$ cat src/hdl/sgsrl_pkg.sv
// Shared types and constants of the steering gain scheduler with rate limiting.
`default_nettype none

package sgsrl_pkg;

  // Field and port widths
  localparam int VAL_W     = 16;
  localparam int SET_W     = 64;
  localparam int LANES     = 4;
  localparam int LANE_W    = 2;
  localparam int PADDR_W   = 6;
  localparam int PDATA_W   = 64;
  localparam int REG_IDX_W = 3;

  // Register indexes, one 64-bit slot each (byte address 8 * index)
  localparam logic [REG_IDX_W-1:0] REG_LOW_THR   = 3'd0;
  localparam logic [REG_IDX_W-1:0] REG_HIGH_THR  = 3'd1;
  localparam logic [REG_IDX_W-1:0] REG_STRAIGHT  = 3'd2;
  localparam logic [REG_IDX_W-1:0] REG_CURVE     = 3'd3;
  localparam logic [REG_IDX_W-1:0] REG_RISE_RATE = 3'd4;
  localparam logic [REG_IDX_W-1:0] REG_FALL_RATE = 3'd5;

  // Register reset values
  localparam logic [VAL_W-1:0] LOW_THR_RST  = 16'd819;
  localparam logic [VAL_W-1:0] HIGH_THR_RST = 16'd2048;
  localparam logic [SET_W-1:0] STRAIGHT_RST = 64'h0320_0002_001E_0055;
  localparam logic [SET_W-1:0] CURVE_RST    = 64'h012C_0002_000A_0055;
  localparam logic [SET_W-1:0] RISE_RST     = 64'h1388_0032_0064_01F4;
  localparam logic [SET_W-1:0] FALL_RST     = 64'hFA24_FFCE_FF9C_FE0C;

  // Arithmetic widths: scale = 1000 * D, dtd = dt * D, wide terms on 1 / (1000 * D)
  localparam int MS_PER_S = 1000;
  localparam int MUL_A_W  = 34;
  localparam int MUL_B_W  = 27;
  localparam int WIDE_W   = 50;
  localparam int SCALE_W  = 26;
  localparam int DTD_W    = 32;
  localparam int ACC_W    = 33;
  localparam int Q_W      = 17;
  localparam int BIT_W    = 5;
  localparam logic [BIT_W-1:0] DIV_LAST = 5'd16;

  typedef struct packed {
    logic [VAL_W-1:0] low_thr;
    logic [VAL_W-1:0] high_thr;
    logic [SET_W-1:0] straight_set;
    logic [SET_W-1:0] curve_set;
    logic [SET_W-1:0] rise_rate;
    logic [SET_W-1:0] fall_rate;
  } cfg_t;

  typedef enum logic [1:0] {
    MODE_CURVE,
    MODE_STRAIGHT,
    MODE_BLEND
  } mode_t;

  typedef enum logic [4:0] {
    OP_NOP,
    OP_LOAD,
    OP_SET_CURVE,
    OP_SET_STRAIGHT,
    OP_MUL_SCALE,
    OP_MUL_DTD,
    OP_MUL_STR,
    OP_MAC_CRV,
    OP_MUL_TGT,
    OP_MUL_CUR,
    OP_MUL_UP,
    OP_MUL_DN,
    OP_CLAMP_A,
    OP_CLAMP_B,
    OP_CLAMP_C,
    OP_DIV_STEP,
    OP_WRITE,
    OP_PUBLISH
  } dp_op_t;

  typedef struct packed {
    dp_op_t            op;
    logic [LANE_W-1:0] lane;
  } cmd_t;

  typedef struct packed {
    mode_t mode;
  } sts_t;

endpackage

`default_nettype wire

$ cat src/hdl/sgsrl_ctrl.sv
// Controller: sequences classification, per-parameter blend, limit, divide and publish.
`default_nettype none

module sgsrl_ctrl (
  input  wire logic             clk,
  input  wire logic             rst_n,
  input  wire logic             in_valid,
  output logic                  in_ready,
  output logic                  out_valid,
  input  wire logic             out_ready,
  output sgsrl_pkg::cmd_t       cmd,
  input  wire sgsrl_pkg::sts_t  sts
);

  typedef enum logic [3:0] {
    S_IDLE,
    S_CLASS,
    S_DTD,
    S_STR,
    S_CRV,
    S_TGT,
    S_CUR,
    S_UP,
    S_DN,
    S_CLA,
    S_CLB,
    S_CLC,
    S_DIV,
    S_WRITE,
    S_DONE
  } state_t;

  state_t                           state_r;
  logic [sgsrl_pkg::LANE_W-1:0]     lane_r;
  logic [sgsrl_pkg::BIT_W-1:0]      bit_r;
  logic                             out_valid_r;
  logic                             accept;
  logic                             publish;

  assign in_ready  = (state_r == S_IDLE);
  assign accept    = in_valid && in_ready;
  assign publish   = (state_r == S_DONE) && (!out_valid_r || out_ready);
  assign out_valid = out_valid_r;

  // Decode the datapath operation for this cycle
  always_comb begin
    cmd.lane = lane_r;
    case (state_r)
      S_IDLE:  cmd.op = accept ? sgsrl_pkg::OP_LOAD : sgsrl_pkg::OP_NOP;
      S_CLASS: begin
        case (sts.mode)
          sgsrl_pkg::MODE_CURVE:    cmd.op = sgsrl_pkg::OP_SET_CURVE;
          sgsrl_pkg::MODE_STRAIGHT: cmd.op = sgsrl_pkg::OP_SET_STRAIGHT;
          default:                  cmd.op = sgsrl_pkg::OP_MUL_SCALE;
        endcase
      end
      S_DTD:   cmd.op = sgsrl_pkg::OP_MUL_DTD;
      S_STR:   cmd.op = sgsrl_pkg::OP_MUL_STR;
      S_CRV:   cmd.op = sgsrl_pkg::OP_MAC_CRV;
      S_TGT:   cmd.op = sgsrl_pkg::OP_MUL_TGT;
      S_CUR:   cmd.op = sgsrl_pkg::OP_MUL_CUR;
      S_UP:    cmd.op = sgsrl_pkg::OP_MUL_UP;
      S_DN:    cmd.op = sgsrl_pkg::OP_MUL_DN;
      S_CLA:   cmd.op = sgsrl_pkg::OP_CLAMP_A;
      S_CLB:   cmd.op = sgsrl_pkg::OP_CLAMP_B;
      S_CLC:   cmd.op = sgsrl_pkg::OP_CLAMP_C;
      S_DIV:   cmd.op = sgsrl_pkg::OP_DIV_STEP;
      S_WRITE: cmd.op = sgsrl_pkg::OP_WRITE;
      S_DONE:  cmd.op = publish ? sgsrl_pkg::OP_PUBLISH : sgsrl_pkg::OP_NOP;
      default: cmd.op = sgsrl_pkg::OP_NOP;
    endcase
  end

  // Advance the sequence; hold the result valid until its transfer
  always_ff @(posedge clk) begin
    if (!rst_n) begin
      state_r     <= S_IDLE;
      lane_r      <= '0;
      bit_r       <= '0;
      out_valid_r <= 1'b0;
    end else begin
      if (publish) begin
        out_valid_r <= 1'b1;
      end else if (out_ready) begin
        out_valid_r <= 1'b0;
      end

      case (state_r)
        S_IDLE: begin
          if (accept) begin
            state_r <= S_CLASS;
          end
        end
        S_CLASS: begin
          lane_r <= '0;
          if (sts.mode == sgsrl_pkg::MODE_BLEND) begin
            state_r <= S_DTD;
          end else begin
            state_r <= S_DONE;
          end
        end
        S_DTD:   state_r <= S_STR;
        S_STR:   state_r <= S_CRV;
        S_CRV:   state_r <= S_TGT;
        S_TGT:   state_r <= S_CUR;
        S_CUR:   state_r <= S_UP;
        S_UP:    state_r <= S_DN;
        S_DN:    state_r <= S_CLA;
        S_CLA:   state_r <= S_CLB;
        S_CLB:   state_r <= S_CLC;
        S_CLC: begin
          bit_r   <= sgsrl_pkg::DIV_LAST;
          state_r <= S_DIV;
        end
        S_DIV: begin
          if (bit_r == '0) begin
            state_r <= S_WRITE;
          end else begin
            bit_r <= bit_r - 1'b1;
          end
        end
        S_WRITE: begin
          if (lane_r == sgsrl_pkg::LANE_W'(sgsrl_pkg::LANES - 1)) begin
            state_r <= S_DONE;
          end else begin
            lane_r  <= lane_r + 1'b1;
            state_r <= S_STR;
          end
        end
        S_DONE: begin
          if (publish) begin
            state_r <= S_IDLE;
          end
        end
        default: state_r <= S_IDLE;
      endcase
    end
  end

endmodule

`default_nettype wire

$ cat config.mk
export PLATFORM = sky130hd
export DESIGN_NAME = sgsrl_ctrl
export DESIGN_NICKNAME = d
export VERILOG_FILES = /design/src/hdl/sgsrl_pkg.sv /design/src/hdl/sgsrl_ctrl.sv
export SDC_FILE = /design/constraint.sdc
export NUM_CORES = 1
export LEC_CHECK = 0
export ABC_AREA = 1
export BUFFER_PORTS_ARGS = -buffer_cell sky130_fd_sc_hd__buf_2
export CAP_MARGIN = 25
export CORE_MARGIN = 4
export CORE_UTILIZATION = 53
export DETAILED_ROUTE_END_ITERATION = 6
export PLACE_DENSITY = 0.88
export SLEW_MARGIN = 20
export SYNTH_ARGS = -nofsm -noshare
export SYNTH_HDL_FRONTEND = slang
export SYNTH_SLANG_ARGS = --single-unit
$ cat constraint.sdc
create_clock -name clk -period 1.6 [get_ports clk]
set_clock_uncertainty 0.05 [all_clocks]
set_input_delay 0.32 -clock clk [delete_from_list [all_inputs] [get_ports clk]]
set_output_delay 0.32 -clock clk [all_outputs]
set_load 0.03 [all_outputs]
# Word-level counts from Yosys, hierarchy flattened
# Cells that the tools add are included.
# Widths: inputs -> output; s select.
[word_totals] ff_bits=12 word_cells=57 output_inout_bits=9
[op_classes] add_sub_neg=2 n_mux=16 n_reduce_logical=13 eq_ne=22
[op_table] cell="$pmux 5 s15" count=1
[op_table] cell="$pmux 4 s15" count=1
[op_table] cell="$eq 4x4->1 const B" count=7
[op_table] cell="$mux 4" count=5
[op_table] cell="$eq 4x3->1 const B" count=4
[op_table] cell="$mux 5" count=2
[op_table] cell="$pmux 5 s2" count=1
[op_table] cell="$eq 4x2->1 const B" count=2
[op_table] cell="$ne 2x2->1 const B" count=4
[op_table] cell="$pmux 3 s2" count=1
[op_table] cell="$reduce_bool 2->1" count=3
[op_table] cell="$logic_not 5->1" count=1
[op_table] cell="$sub 5x1->5 const B" count=1
[op_table] cell="$eq 2x2->1 const B" count=2
[op_table] cell="$eq 4x1->1 const B" count=1
[op_table] cell="$logic_not 4->1" count=1
[op_table] cell="$pmux 2 s2" count=1
[op_table] cell="$reduce_and 2->1" count=2
[op_table] cell="$mux 1" count=3
[op_table] cell="$reduce_and 3->1" count=1
[op_table] cell="$add 2x1->2 const B" count=1
[op_table] cell="$eq 2x1->1 const B" count=1
[op_table] cell="$logic_and 1x1->1" count=2
[op_table] cell="$logic_not 2->1" count=1
[op_table] cell="4 further kinds" count=4

# Longest topological paths before layout
[depth] ltp_word=5 depth_mapped=10

# Worst setup path after synthesis
# OpenSTA, ideal clock, no wires.
[synth_path] path_kind="register -> output" start="reg state_r[0]" end="out cmd[2] (netlist bit)" stages_incl_launch_ff=6 t_required_ns=1.230 setup_slack_ns=-0.010 path_buffers=0 t_arrival_ns=1.240 cell_sequence="dfxtp_1 > nor2_1 > nand2_1 > inv_1 > nand2_1 > o2111ai_1"
[synth_rtl] element="start: declaration" line="sgsrl_ctrl.sv:33" text="state_t state_r;"
[synth_rtl] element="start signal: assignment" line="sgsrl_ctrl.sv:77" text="state_r <= S_IDLE;"
[synth_rtl] element="start signal: assignment" line="sgsrl_ctrl.sv:91" text="state_r <= S_CLASS;"
[synth_rtl] element="start signal: assignment" line="sgsrl_ctrl.sv:97" text="state_r <= S_DTD;"
[synth_rtl] element="end: declaration" line="sgsrl_ctrl.sv:11" text="output sgsrl_pkg::cmd_t cmd,"

==> impl_metrics.json <==
{
  "netlist_area_um2": 823,
  "cp.required_ps": 1230,
  "postRouteAntennaNets": 0,
  "hold_path_class": "in2reg",
  "hold_viol": 0,
  "nets": 185,
  "grt_start_max_net_pins": 8,
  "drc": 76,
  "async_flop_share_pct": 0,
  "grt_overflow": 0,
  "synthTopCellsByArea": "dfxtp_1 29%, nand2_1 16%, nor2_1 9.1%",
  "crit_slowest_cell": "dfxtp_4",
  "initial_core_util_pct": 59.5,
  "die_area_um2": 2250,
  "internal-power_mw": 0.877,
  "yosysTopAreaCell": "dfxtp_1",
  "cts.sinks": 12,
  "synth_edf_count": 0,
  "seqPwrFrac_pct": 24.1,
  "clk_pin_slew_ps": 100,
  "ir_worst_vdd_mv": 1.44,
  "start_kind": "flip-flop",
  "grt_antenna_before_repair": 0,
  "ys_seq_area_share_pct": 29.2,
  "grtUsageTotal_pct": 42.1,
  "port_buffers": 14,
  "drv_slew": 0,
  "fin_util_pct": 96.9,
  "period_needed_ps": 2000,
  "cts_made_buffers": 3,
  "grt_setup_unrepaired": "true",
  "drt-pass1-iter-count": 7,
  "place_ws_ps": -79.2,
  "finalWorstSetupSlack_ps": -403,
  "ios": 15,
  "cts_tree": "done",
  "die_w_um": 47.4,
  "synth_cell_type_count": 22,
  "synthTopCellsByCount": "34 x nand2_1, 20 x nor2_1, 19 x inv_1, 12 x dfxtp_1, 9 x a21oi_1",
  "worst-path-buf-inv": 3,
  "cts-root-buf": "clkbuf_4",
  "arrival_ps": 1630,
  "gp_congestion": 0.946,
  "cp_cell_sequence": "inv_4, nand2_4, inv_2, nand2_1, nand2_2, or3_4, buf_6",
  "hpwl_um": 1770,
  "status": "finished, violations left",
  "num_rows": 13,
  "p_total_mw": 1.74,
  "drt_iter0_drc": 251,
  "syn-num-nets": 143,
  "h-tree-depth": 1,
  "critical_path_peak_fanout": 4,
  "clkPwrFrac_pct": 15.5,
  "criticalPathCategory": "reg2out",
  "timing.final.crit_share_pct": 125,
  "yosysWarnings": 0,
  "syn_inst": 135,
  "antennaDiodeCount": 0,
  "tightestPinTransition_ps": 360,
  "area_growth_pct": 62.8,
  "critPathTopFamily": "simple AND/OR/NAND/NOR gates",
  "clock.fmax_ghz": 0.499,
  "fillers": 26,
  "vias": 1434,
  "setup_viol": 15,
  "synth-seq-cells": 12,
  "layout-drive-gt1-share_pct": 53.4,
  "p_sw_mw": 0.865,
  "finalInstanceArea_um2": 1340,
  "synth_ff_type": "dfxtp_1",
  "wl_um": 5340,
  "drt-wirelength-per-cell_um": 27.9,
  "vias_per_cell": 7.51,
  "synth.most_common_cell": "nand2_1",
  "die_h_um": 47.4,
  "swShare_pct": 49.6,
  "cap_viol_max_count": 0,
  "cts_buffer_depth": 2,
  "relSlewSlack_pct": 75.8,
  "whs_ps": 289,
  "cp_slowest_stage_delay_ps": 440,
  "grt_pass1_vias": 1263,
  "p_leak_nw": 0.696,
  "grt_pass1_wl_um": 6320,
  "synth_top_area_share_pct": 29.2,
  "critPathCaptureType": "output port",
  "core_um2": 1380,
  "violations": "DRC, setup timing",
  "clk-insertion-delay-late_ps": 290,
  "postPlaceCellArea_um2": 1020,
  "syn_area_per_cell_um2": 6.10,
  "combPwrFrac_pct": 60.4,
  "power_density_nw_per_um2": 1300
}
## state kept, by name (all words and copies together) (netlist names)
signal     cells
lane_r         2
state_r        4
bit_r          5
out_valid      1
## final timing paths
| check | start | slack (ps) | end | depth (start not counted) |
|---|---|---|---|---|
| max | state_r[0]$_SDFFE_PN0P_ | -400 | cmd[5] | 7 |
| min | rst_n | 290 | state_r[1]$_SDFFE_PN0P_ | 3 |
| max reg2reg | state_r[3]$_SDFFE_PN0P_ | -220 | bit_r[1]$_SDFFE_PN0P_ | 10 |
| min reg2reg | bit_r[4]$_SDFFE_PN0P_ | 500 | bit_r[4]$_SDFFE_PN0P_ | 2 |
## per-layer routing
metal / global-route usage (%) / part of all wire (%) / up-vias / routed length, um
met3: 13.9 / 17 / 95 / 890
met5: 0 / 0 / - / 0
met4: 29.3 / 12 / 0 / 645
met2: 67.4 / 40 / 212 / 2110
li1: - / - / 514 / -
met1: 46.9 / 32 / 613 / 1680
## worst min-delay path: stages
cell and delay (ps):
buf_2 140, nand2_1 100, inv_2 50
## layout make-up
class	instances	area [um2]	share of cell area, %
clock buffer	4	36.3	2.71
sequential	12	255	19.0
inverter	23	91.3	6.82
timing repair buffer	37	280	20.9
tap	15	18.8	1.40
multi-input combinational	100	658	49.1
## what timing repair did
item | 4_1_cts | 5_1_grt
hold buffers | 0 | 0
setup buffers | 7 | 4
setup endpoints to repair | 6 | 14
resized for setup | 34 | 37
pin swaps | 6 | 10
## metrics by stage
| step | cells | TNS (ps) |
|---|---|---|
| after CTS | 188 | -1110 |
| final | 191 | -2840 |
| after detailed placement | 177 | -135 |
| after floorplan | 135 | 0 |
| after global placement | 177 | -59.2 |
| after global routing | 191 | -3050 |
## cell families after synthesis
group	share of synthesized area [%]
compound gates	13.2
fa+ha+maj	3.04
buf+inv	10.5
flops	29.2
simple gates	44.1
## power by group through the flow
stage | Sequential [mW] | Clock (mW) | Combinational, mW
after detailed placement | 0.380 | 0 | 0.649
after global placement | 0.378 | 0 | 0.633
after global routing | 0.417 | 0.272 | 1.07
final | 0.420 | 0.269 | 1.05
after CTS | 0.389 | 0.249 | 0.781
after floorplan | 0.398 | 0 | 0.412
## layout by cell type (no fill, tap or decap), drive strengths merged
master / synthesis / routed
a211oi: 2 / 2
a21oi: 9 / 9
and3: 2 / 2
buf: 0 / 37
clkbuf: 0 / 4
dfxtp: 12 / 12
ha: 2 / 2
inv: 23 / 23
nand2: 40 / 40
nand3: 4 / 4
nand3b: 1 / 1
nand4: 1 / 1
nor2: 23 / 23
nor3: 5 / 5
o2111ai: 1 / 1
o21ai: 8 / 8
or3: 2 / 2
Note: power is estimated with default switching activity, not from simulation.
