**src/hdl/sgsrl_pkg.sv**
```systemverilog
// Shared types and constants of the steering gain scheduler with rate limiting.
`default_nettype none

package sgsrl_pkg;

  // Field and port widths
  localparam int VAL_W     = 16;
  localparam int SET_W     = 64;
  localparam int LANES     = 4;
  localparam int LANE_W    = 2;
  localparam int PADDR_W   = 6;
  localparam int PDATA_W   = 64;
  localparam int REG_IDX_W = 3;

  // Register indexes, one 64-bit slot each (byte address 8 * index)
  localparam logic [REG_IDX_W-1:0] REG_LOW_THR   = 3'd0;
  localparam logic [REG_IDX_W-1:0] REG_HIGH_THR  = 3'd1;
  localparam logic [REG_IDX_W-1:0] REG_STRAIGHT  = 3'd2;
  localparam logic [REG_IDX_W-1:0] REG_CURVE     = 3'd3;
  localparam logic [REG_IDX_W-1:0] REG_RISE_RATE = 3'd4;
  localparam logic [REG_IDX_W-1:0] REG_FALL_RATE = 3'd5;

  // Register reset values
  localparam logic [VAL_W-1:0] LOW_THR_RST  = 16'd819;
  localparam logic [VAL_W-1:0] HIGH_THR_RST = 16'd2048;
  localparam logic [SET_W-1:0] STRAIGHT_RST = 64'h0320_0002_001E_0055;
  localparam logic [SET_W-1:0] CURVE_RST    = 64'h012C_0002_000A_0055;
  localparam logic [SET_W-1:0] RISE_RST     = 64'h1388_0032_0064_01F4;
  localparam logic [SET_W-1:0] FALL_RST     = 64'hFA24_FFCE_FF9C_FE0C;

  // Arithmetic widths: scale = 1000 * D, dtd = dt * D, wide terms on 1 / (1000 * D)
  localparam int MS_PER_S = 1000;
  localparam int MUL_A_W  = 34;
  localparam int MUL_B_W  = 27;
  localparam int WIDE_W   = 50;
  localparam int SCALE_W  = 26;
  localparam int DTD_W    = 32;
  localparam int ACC_W    = 33;
  localparam int Q_W      = 17;
  localparam int BIT_W    = 5;
  localparam logic [BIT_W-1:0] DIV_LAST = 5'd16;

  typedef struct packed {
    logic [VAL_W-1:0] low_thr;
    logic [VAL_W-1:0] high_thr;
    logic [SET_W-1:0] straight_set;
    logic [SET_W-1:0] curve_set;
    logic [SET_W-1:0] rise_rate;
    logic [SET_W-1:0] fall_rate;
  } cfg_t;

  typedef enum logic [1:0] {
    MODE_CURVE,
    MODE_STRAIGHT,
    MODE_BLEND
  } mode_t;

  typedef enum logic [4:0] {
    OP_NOP,
    OP_LOAD,
    OP_SET_CURVE,
    OP_SET_STRAIGHT,
    OP_MUL_SCALE,
    OP_MUL_DTD,
    OP_MUL_STR,
    OP_MAC_CRV,
    OP_MUL_TGT,
    OP_MUL_CUR,
    OP_MUL_UP,
    OP_MUL_DN,
    OP_CLAMP_A,
    OP_CLAMP_B,
    OP_CLAMP_C,
    OP_DIV_STEP,
    OP_WRITE,
    OP_PUBLISH
  } dp_op_t;

  typedef struct packed {
    dp_op_t            op;
    logic [LANE_W-1:0] lane;
  } cmd_t;

  typedef struct packed {
    mode_t mode;
  } sts_t;

endpackage

`default_nettype wire

```
**src/hdl/sgsrl_regs.sv**
```systemverilog
// APB configuration register file: thresholds, parameter sets and rate limits.
`default_nettype none

module sgsrl_regs (
  input  wire logic                          clk,
  input  wire logic                          rst_n,
  input  wire logic                          psel,
  input  wire logic                          penable,
  input  wire logic                          pwrite,
  input  wire logic [sgsrl_pkg::PADDR_W-1:0] paddr,
  input  wire logic [sgsrl_pkg::PDATA_W-1:0] pwdata,
  output logic      [sgsrl_pkg::PDATA_W-1:0] prdata,
  output logic                               pready,
  output sgsrl_pkg::cfg_t                    cfg
);

  logic [sgsrl_pkg::REG_IDX_W-1:0] idx;
  logic                            wr_en;
  sgsrl_pkg::cfg_t                 cfg_r;

  assign idx    = paddr[sgsrl_pkg::PADDR_W-1:sgsrl_pkg::PADDR_W-sgsrl_pkg::REG_IDX_W];
  assign wr_en  = psel && penable && pwrite;
  assign pready = 1'b1;
  assign cfg    = cfg_r;

  // Write on the access cycle of a transfer; unknown indexes are dropped
  always_ff @(posedge clk) begin
    if (!rst_n) begin
      cfg_r.low_thr      <= sgsrl_pkg::LOW_THR_RST;
      cfg_r.high_thr     <= sgsrl_pkg::HIGH_THR_RST;
      cfg_r.straight_set <= sgsrl_pkg::STRAIGHT_RST;
      cfg_r.curve_set    <= sgsrl_pkg::CURVE_RST;
      cfg_r.rise_rate    <= sgsrl_pkg::RISE_RST;
      cfg_r.fall_rate    <= sgsrl_pkg::FALL_RST;
    end else if (wr_en) begin
      case (idx)
        sgsrl_pkg::REG_LOW_THR:   cfg_r.low_thr      <= pwdata[sgsrl_pkg::VAL_W-1:0];
        sgsrl_pkg::REG_HIGH_THR:  cfg_r.high_thr     <= pwdata[sgsrl_pkg::VAL_W-1:0];
        sgsrl_pkg::REG_STRAIGHT:  cfg_r.straight_set <= pwdata;
        sgsrl_pkg::REG_CURVE:     cfg_r.curve_set    <= pwdata;
        sgsrl_pkg::REG_RISE_RATE: cfg_r.rise_rate    <= pwdata;
        sgsrl_pkg::REG_FALL_RATE: cfg_r.fall_rate    <= pwdata;
        default: ;
      endcase
    end
  end

  // Read back the addressed register
  always_comb begin
    case (idx)
      sgsrl_pkg::REG_LOW_THR:   prdata = sgsrl_pkg::PDATA_W'(cfg_r.low_thr);
      sgsrl_pkg::REG_HIGH_THR:  prdata = sgsrl_pkg::PDATA_W'(cfg_r.high_thr);
      sgsrl_pkg::REG_STRAIGHT:  prdata = cfg_r.straight_set;
      sgsrl_pkg::REG_CURVE:     prdata = cfg_r.curve_set;
      sgsrl_pkg::REG_RISE_RATE: prdata = cfg_r.rise_rate;
      sgsrl_pkg::REG_FALL_RATE: prdata = cfg_r.fall_rate;
      default:                  prdata = '0;
    endcase
  end

endmodule

`default_nettype wire

```
**config.mk**
```make
export PLATFORM = sky130hd
export DESIGN_NAME = sgsrl_regs
export DESIGN_NICKNAME = d
export VERILOG_FILES = /design/src/hdl/sgsrl_pkg.sv /design/src/hdl/sgsrl_regs.sv
export SDC_FILE = /design/constraint.sdc
export NUM_CORES = 1
export LEC_CHECK = 0
export BUFFER_PORTS_ARGS = -buffer_cell sky130_fd_sc_hd__buf_4
export CORE_MARGIN = 1
export CORE_UTILIZATION = 45
export DETAILED_ROUTE_END_ITERATION = 6
export GPL_TIMING_DRIVEN = 0
export PLACE_DENSITY_LB_ADDON = 0.2
export SKIP_LAST_GASP = 1
export SLEW_MARGIN = 10
export SYNTH_ARGS = -nofsm -noshare
export SYNTH_HDL_FRONTEND = slang
export SYNTH_SLANG_ARGS = --single-unit
```
**constraint.sdc**
```tcl
create_clock -name clk -period 1.2 [get_ports clk]
set_input_delay 0.06 -clock clk [delete_from_list [all_inputs] [get_ports clk]]
set_output_delay 0.06 -clock clk [all_outputs]
set_load 0.02 [all_outputs]
```
; Word-level counts from Yosys, hierarchy flattened
; Index checks and enable logic that the tools add are counted.
[word_totals]
wordCells = 21
in_bits = 75
register_bits = 288
[op_classes]
n_mux = 1
n_eq_ne = 5
reduce_logical = 9
[op_table]
columns = operator, n
row1 = 64-bit one-hot mux with 6 select lines, 1
row2 = 2-bit AND reduction, 6
row3 = 3-bit by 2-bit equality test with 1-bit output (second input constant), 2
row4 = 3-bit equality test (second input constant), 2
row5 = 3-bit by 1-bit equality test with 1-bit output (second input constant), 1
row6 = 3-bit logical NOT, 1
row7 = 1-bit logical AND, 2

; Logic depth before layout (Yosys ltp)
; Gate-level depths: netlist of run 1.
[depth]
word_depth = 3
mapped_depth = 7
depth_no_buf = 3

; Least setup slack after synthesis of run 1
; No wires, ideal clock.
[synth_path]
path_kind = input-to-output
start = input port paddr[4] (netlist name)
end = output port prdata[14] (netlist name)
t_arrival_ns = 1.456
stages = 4
path_slack_ns = -0.316
required_ns = 1.140
path_cell_list = buf_2 buf_1 mux2i_1 o311ai_0
[synth_via]
elab_chain_len = 2
word_cells_on_any_way = 7
classes_between = eq/ne: 5 / mux: 1 / reduce/logical: 1
[synth_lines]
columns = element, line_no
row1 = start: declaration, sgsrl_regs.sv:10  ; input wire logic [sgsrl_pkg::PADDR_W-1:0] paddr,
row2 = 3-bit equality test (tied with other cells), sgsrl_regs.sv:50  ; case (idx)
row3 = 64-bit one-hot mux with 6 select lines *, sgsrl_regs.sv:50
row4 = end: declaration, sgsrl_regs.sv:12  ; output logic [sgsrl_pkg::PDATA_W-1:0] prdata,
; Every way passes the cells marked *; elsewhere a longest branch is shown, timed or not.

; Worst setup path in the final report of run 1
[layout_path]
start = input port paddr[3] (netlist name)
end = output port prdata[2] (netlist name)
; The elaborated chain is that of the path after synthesis.

==> results of run 1 <==
[layout by cell type, fill, tap and decap left out, types with 3 or more instances in the layout]
cell type      instances
o21ai_0               89
buf_8                  8
mux2i_1              304
a22oi_2                8
or2_1                  4
nand2_1              262
o21ai_2                5
o221ai_2               4
o22ai_1               24
clkbuf_16             31
dlygate4sd3_1         64
clkinv_2               3
buf_6                214
o21ai_1                3
o311ai_1               3
inv_1                 57
buf_2                  8
clkbuf_8              12
o311ai_0              11
mux2i_2               14
o22a_1                 5
o22ai_2               26
nand2b_1               5
mux2_2                 9
clkbuf_2              35
mux2_4                 7
dfxtp_1               61
buf_4                359
dfxtp_4               10
clkbuf_1              36
o211ai_1              76
dfxtp_2              217
nor2b_1                3
[through the flow]
stage | area [sq um] | util [%] | hold WS [ns] | setup WS [ns]
final | 20600 | 73.9 | 0.0128 | -0.568
after global routing | 20600 | 73.9 | 0.0322 | -0.566
after CTS | 19500 | 69.9 | -0.00222 | -0.523
after detailed placement | 16700 | 59.9 | 0.340 | -0.884
after global placement | 16700 | 59.9 | 0.328 | -0.909
after floorplan | 13100 | - | 0.199 | -0.0486
[repair_timing]
item / 4_1_cts / 5_1_grt
setup endpoints to repair: 322 / 293
setup buffers: 83 / 33
endpoints found under the hold margin: 288 / 0
pin swaps: 37 / 35
hold buffers: 64 / 0
resized for setup: 304 / 304
[cell type report]
| cell class | count | area share [%] |
|---|---|---|
| antenna | 2 | 0.0243 |
| buffer | 124 | 4.49 |
| clock buffer | 46 | 4.33 |
| clock inverter | 4 | 0.219 |
| inverter | 57 | 1.04 |
| multi-input combinational | 886 | 32.1 |
| sequential | 288 | 29.5 |
| tap | 378 | 2.30 |
| timing repair buffer | 598 | 26.0 |
[layer usage]
| metal | part of all wire (%) | wire length (um) | vias to the layer above |
|---|---|---|---|
| li1 | - | - | 6027 |
| met1 | 37 | 23000 | 6872 |
| met2 | 47 | 28700 | 1014 |
| met3 | 10 | 6320 | 221 |
| met4 | 5.3 | 3240 | 0 |
| met5 | 0 | 0 | - |
[logic make-up after synthesis]
logic type	count (synthesis)	synth area share [%]
compound gates	261	13.2
buf+inv	181	6.20
mux	334	26.3
simple gates	290	9.17
flops	288	45.1
other cells	1	0.0293
[critical path: cells and delay by family]
kind | cells | cell delay, ns
buffers and inverters | 3 | 0.79
AOI/OAI and AO/OA | 1 | 0.14
and+or+nand+nor | 2 | 0.71
[power by group through the flow]
stage	clock [W]	sequential, W	combinational, W
3_5_place_dp	0	0.00994	0.00235
6_report	0.00921	0.00972	0.00292
3_3_place_gp	0	0.00994	0.00234
4_1_cts	0.00911	0.00972	0.00270
5_1_grt	0.00953	0.00972	0.00300
2_1_floorplan	0	0.0100	0.00116
[final timing paths]
check	endpoint	slack, ns
worst max register to register	cfg[145]$_SDFFE_PN1P_	0.29
worst max-delay path	prdata[2]	-0.57
worst min-delay path	cfg[255]$_SDFFE_PN0P_	0.01
worst min register to register	cfg[129]$_SDFFE_PN0P_	0.47
==> impl_metrics.py, run 1 <==
metrics = {
    "run_status": {
        "status": "finished, violations left",
        "violations": "negative setup slack",
    },
    "drt": {
        "vias": 14100,
        "via_per_inst": 5.93,
        "wl_per_cell_um": 25.7,
        "dr.pass1.iters": 6,
        "wirelength_um": 61300,
        "drc_errors": 0,
        "drtAntennaViolNets": 0,
        "drt_iter0_markers": 1478,
    },
    "finish": {
        "syn2layout_area_growth_pct": 60.9,
        "largest_reg_flops": 288,
        "seq_area_sq_um": 6070,
        "final_layout_size_suffix_gt1_share_pct": 49.2,
        "final_cell_count_no_fill": 2383,
        "multiInputGateArea_sq_um": 6600,
        "nNetsFinal": 2061,
        "fill_cells": 1987,
    },
    "sta": {
        "slew_headroom_pct": 39.5,
        "tightest_slew_ns": 0.908,
        "tns_ns": -16.80,
        "clock-skew-final_ns": 0,
        "period_share_pct": 147,
        "fin_crit_ns": 1.77,
        "fin_ws_ns": -0.568,
        "rsz0062_at_grt": "yes",
        "report.final.slew_viol_count": 0,
        "hold_violations": 0,
        "finalSetupViolations": 111,
        "fmax_mhz": 566,
    },
    "cts": {
        "clk_pin_slew_ns": 0.06,
        "cts-htree-levels": 1,
        "clkSinkCount": 288,
        "cts_buffer_depth": 3,
        "cts_tree": "yes",
        "cts_inserted_buffers": 31,
        "cts_root_buffer": "clkbuf_16",
        "clk_latency_ns": 0.56,
    },
    "worst_setup_path": {
        "cp-end-kind": "primary output",
        "rr_startpoint": "cfg[145]$_SDFFE_PN1P_",
        "max_stage_delay_ns": 0.54,
        "critPathLaunch": "paddr[3]",
        "worstSetupStartpointType": "input pin",
        "slowest_stage": "nor2b_1",
        "rr_worst_depth": 4,
        "required_ns": 1.14,
        "critical_path.max_fanout": 10,
        "crit_chain": "buf_2 -> clkbuf_4 -> nor2b_1 -> nand3b_1 -> o311ai_2 -> buf_4",
        "critPathArrivalTime_ns": 1.71,
        "worstSetupPathType": "input pin to primary output",
    },
    "power_and_ir_drop": {
        "p_sw_share_pct": 26.4,
        "p_clk_share_pct": 42.1,
        "power.leakage_nw": 9.65,
        "pwr-share-comb_pct": 13.4,
        "power_density_nw_per_um2": 1060,
        "p_int_w": 0.0161,
        "seqPwrFrac_pct": 44.5,
        "power_w": 0.0219,
        "power_switching_w": 0.00578,
        "ir_drop_uv": 910,
    },
    "floorplan": {
        "die_w_um": 171,
        "ios": 428,
        "die-height_um": 171,
        "design.core.area_sq_um": 27900,
        "start_util_pct": 45.9,
        "rows": 61,
        "dieArea_sq_um": 29100,
    },
    "synthesis": {
        "synth_top_area_cell": "dfxtp_1",
        "synth_common_cells": "mux2i_1, dfxtp_1, nand2_1",
        "synthTopCellsByArea": "dfxtp_1, mux2i_1, nand2_1",
        "synth_nets": 1430,
        "ys_seq_area_share_pct": 45.1,
        "synth_warnings": 0,
        "syn_area_per_cell_sq_um": 9.44,
        "ys_types": 31,
        "synth.most_common_cell": "mux2i_1",
        "syn_inst": 1355,
        "synthArstFlopShare_pct": 0,
        "synth-edff-count": 0,
        "ys_seq_elements": 288,
        "synth_top_cell_area_share_pct": 45.1,
        "synth_ff_type": "dfxtp_1",
        "synth_area_sq_um": 12800,
    },
    "global_route": {
        "grt_max_degree": 15,
        "grt_pass1_vias": 13400,
        "grtUsageMet1_pct": 48.5,
        "grt_overflow_total": 0,
        "grt_util_met2_pct": 65.1,
        "antenna_found_initial": 2,
        "grtUsageMet3_pct": 7.82,
        "grt_usage_pct": 39.1,
        "busiest_layer": "met2",
        "grt_first_pass_wirelength_um": 84000,
    },
    "placement": {
        "dpl.hpwl_um": 40000,
        "io_buffer_count": 421,
        "dp.cells": 2154,
        "gp_congestion": 0.890,
    },
    "flow_run": {
        "maxCapViolations": 0,
    },
    "hold_path": {
        "hold_path.class": "input pin to register",
        "holdPathStages": 4,
        "holdCritStartpoint": "penable",
    },
}
Note: power is estimated with default switching activity, not from simulation.
==> inputs of run 2 (changes only) <==
--- a/config.mk
+++ b/config.mk
@@ -6,12 +6,12 @@
 export NUM_CORES = 1
 export LEC_CHECK = 0
 export BUFFER_PORTS_ARGS = -buffer_cell sky130_fd_sc_hd__buf_4
-export CORE_MARGIN = 1
+export CORE_ASPECT_RATIO = 0.8
+export CORE_MARGIN = 2
 export CORE_UTILIZATION = 45
 export DETAILED_ROUTE_END_ITERATION = 6
 export GPL_TIMING_DRIVEN = 0
 export PLACE_DENSITY_LB_ADDON = 0.2
-export SKIP_LAST_GASP = 1
 export SLEW_MARGIN = 10
 export SYNTH_ARGS = -nofsm -noshare
 export SYNTH_HDL_FRONTEND = slang
==> run 2 against run 1 <==
  * The run still ends with negative setup slack left
  * Sequential cell count is the same
  * Highest routed layer unchanged
  * Register-to-register slack lost 0.06 ns
  * Critical path depth shrank 2
  * Via count grew 1.9%
  * Sequential share of layout area shrank 1.5 points
  * Largest power group unchanged
==> impl_metrics.py, run 2 (synthesis results as in run 1) <==
metrics = {
    "worst_setup_path": {
        "worstSetupStartpointType": "register",
        "slowest_stage": "dfxtp_2",
        "max_stage_delay_ns": 0.33,
        "worstSetupPathType": "register to primary output",
        "cp-end-kind": "primary output",
        "critPathArrivalTime_ns": 1.62,
        "critical_path.max_fanout": 2,
        "cp_top_family": "flip-flops",
        "crit_chain": "mux2_4 -> a32oi_2 -> o221ai_2 -> buf_4",
        "path_buf_inv": 1,
        "required_ns": 1.14,
    },
    "cts": {
        "cts_inserted_buffers": 30,
        "cts_buffer_depth": 3,
        "cts_tree": "yes",
        "cts-htree-levels": 1,
        "clk_latency_ns": 0.55,
        "cts_root_buffer": "clkbuf_16",
        "clkSinkCount": 288,
        "clk_pin_slew_ns": 0.06,
    },
    "global_route": {
        "grt_pass1_vias": 14000,
        "grt_max_degree": 15,
        "grt_overflow_total": 0,
        "grt_first_pass_wirelength_um": 88200,
        "grt_usage_pct": 39.8,
        "antenna_found_initial": 0,
    },
    "drt": {
        "wirelength_um": 63200,
        "via_per_inst": 5.93,
        "wl_per_cell_um": 26.0,
        "drc_errors": 0,
        "dr.pass1.iters": 5,
        "drtAntennaViolNets": 0,
        "vias": 14400,
        "drt_iter0_markers": 1328,
    },
    "run_status": {
        "status": "finished, violations left",
        "violations": "negative setup slack",
    },
    "floorplan": {
        "rows": 55,
        "dieArea_sq_um": 29800,
        "ios": 428,
        "design.core.area_sq_um": 28100,
        "die-height_um": 155,
        "start_util_pct": 45.4,
        "die_w_um": 192,
    },
    "finish": {
        "syn2layout_area_growth_pct": 70.1,
        "final_layout_size_suffix_gt1_share_pct": 52.6,
        "layout_commonest_cell": "buf_6",
        "largest_reg_flops": 288,
        "diodes": 0,
        "final_cell_mix": "buf_6, mux2i_1, buf_4, nand2_1, dfxtp_2",
        "nNetsFinal": 2115,
    },
    "power_and_ir_drop": {
        "power_density_nw_per_um2": 1030,
        "power.leakage_nw": 10.1,
        "power_w": 0.0223,
        "ir_drop_uv": 1370,
    },
    "sta": {
        "fin_crit_ns": 1.68,
        "hold_violations": 0,
        "report.final.slew_viol_count": 0,
        "rsz0062_at_grt": "yes",
        "tightest_slew_ns": 0.654,
        "hold_ws_ns": 0.0245,
        "fin_ws_ns": -0.481,
        "slew_headroom_pct": 56.4,
        "clock-skew-final_ns": 0,
        "finalSetupViolations": 87,
        "fmax_mhz": 595,
        "period_share_pct": 140,
    },
    "hold_path": {
        "hold_path.class": "input pin to register",
    },
    "flow_run": {
        "maxCapViolations": 0,
    },
    "placement": {
        "gp_congestion": 0.986,
        "place_ws_ns": -1.06,
        "io_buffer_count": 421,
        "dpl.hpwl_um": 41400,
    },
}
run 2: tightest hold or removal path, stage by stage:
cell      delay [ns]
buf_4           0.13
nand4b_4        0.12
nor2_4          0.10
mux2i_1         0.13
run 2: area by class of cell:
cell class              count  area [sq um]
plain buffers             124           923
clock buffers              41           873
clock inverters            12           121
fillers                  1848          6390
inverters                  57           214
multi-input cells         886          6730
flip-flops and latches    288          6090
well taps                 370           463
repair buffers            653          6340
run 2: worst paths after layout:
| check | start | slack [ns] | end | cells past startpoint |
|---|---|---|---|---|
| max | cfg[202]$_SDFFE_PN0P_ | -0.48 | prdata[10] | 4 |
| min reg2reg | cfg[107]$_SDFFE_PN0P_ | 0.47 | cfg[107]$_SDFFE_PN0P_ | 2 |
| min | penable | 0.02 | cfg[193]$_SDFFE_PN0P_ | 4 |
| max reg2reg | cfg[210]$_SDFFE_PN1P_ | 0.23 | cfg[210]$_SDFFE_PN1P_ | 4 |
run 2: metal layers:
metal	track usage, %	part of all wire (%)	up-vias
met5	0	0	-
met4	16.2	5.0	0
met3	10.8	11	226
met2	62.5	44	1028
met1	51.8	39	7012
li1	-	-	6142
run 2: what timing repair did:
item,in CTS,in global routing
gates resized for setup,503,298
setup endpoints to repair,369,341
hold endpoints to repair,288,0
pin swaps,58,29
buffers inserted,149,40
gates cloned,0,0
hold buffers,64,0
run 2: power by group:
part           internal, W  switching [W]
Sequential         0.00963      0.0000865
Clock              0.00550        0.00405
Combinational      0.00125        0.00179
Total               0.0164        0.00593
run 2: metrics by stage:
stage               setup TNS [ns]  util (%)  std cells  area (sq um)
floorplan                   -0.132         -       1355         13100
global route                -18.19      77.3       2431         21800
detailed placement         -267.30      59.3       2146         16700
global placement           -254.44      59.3       2146         16700
CTS                         -16.27      73.3       2412         20600
finish                      -15.67      77.3       2431         21800
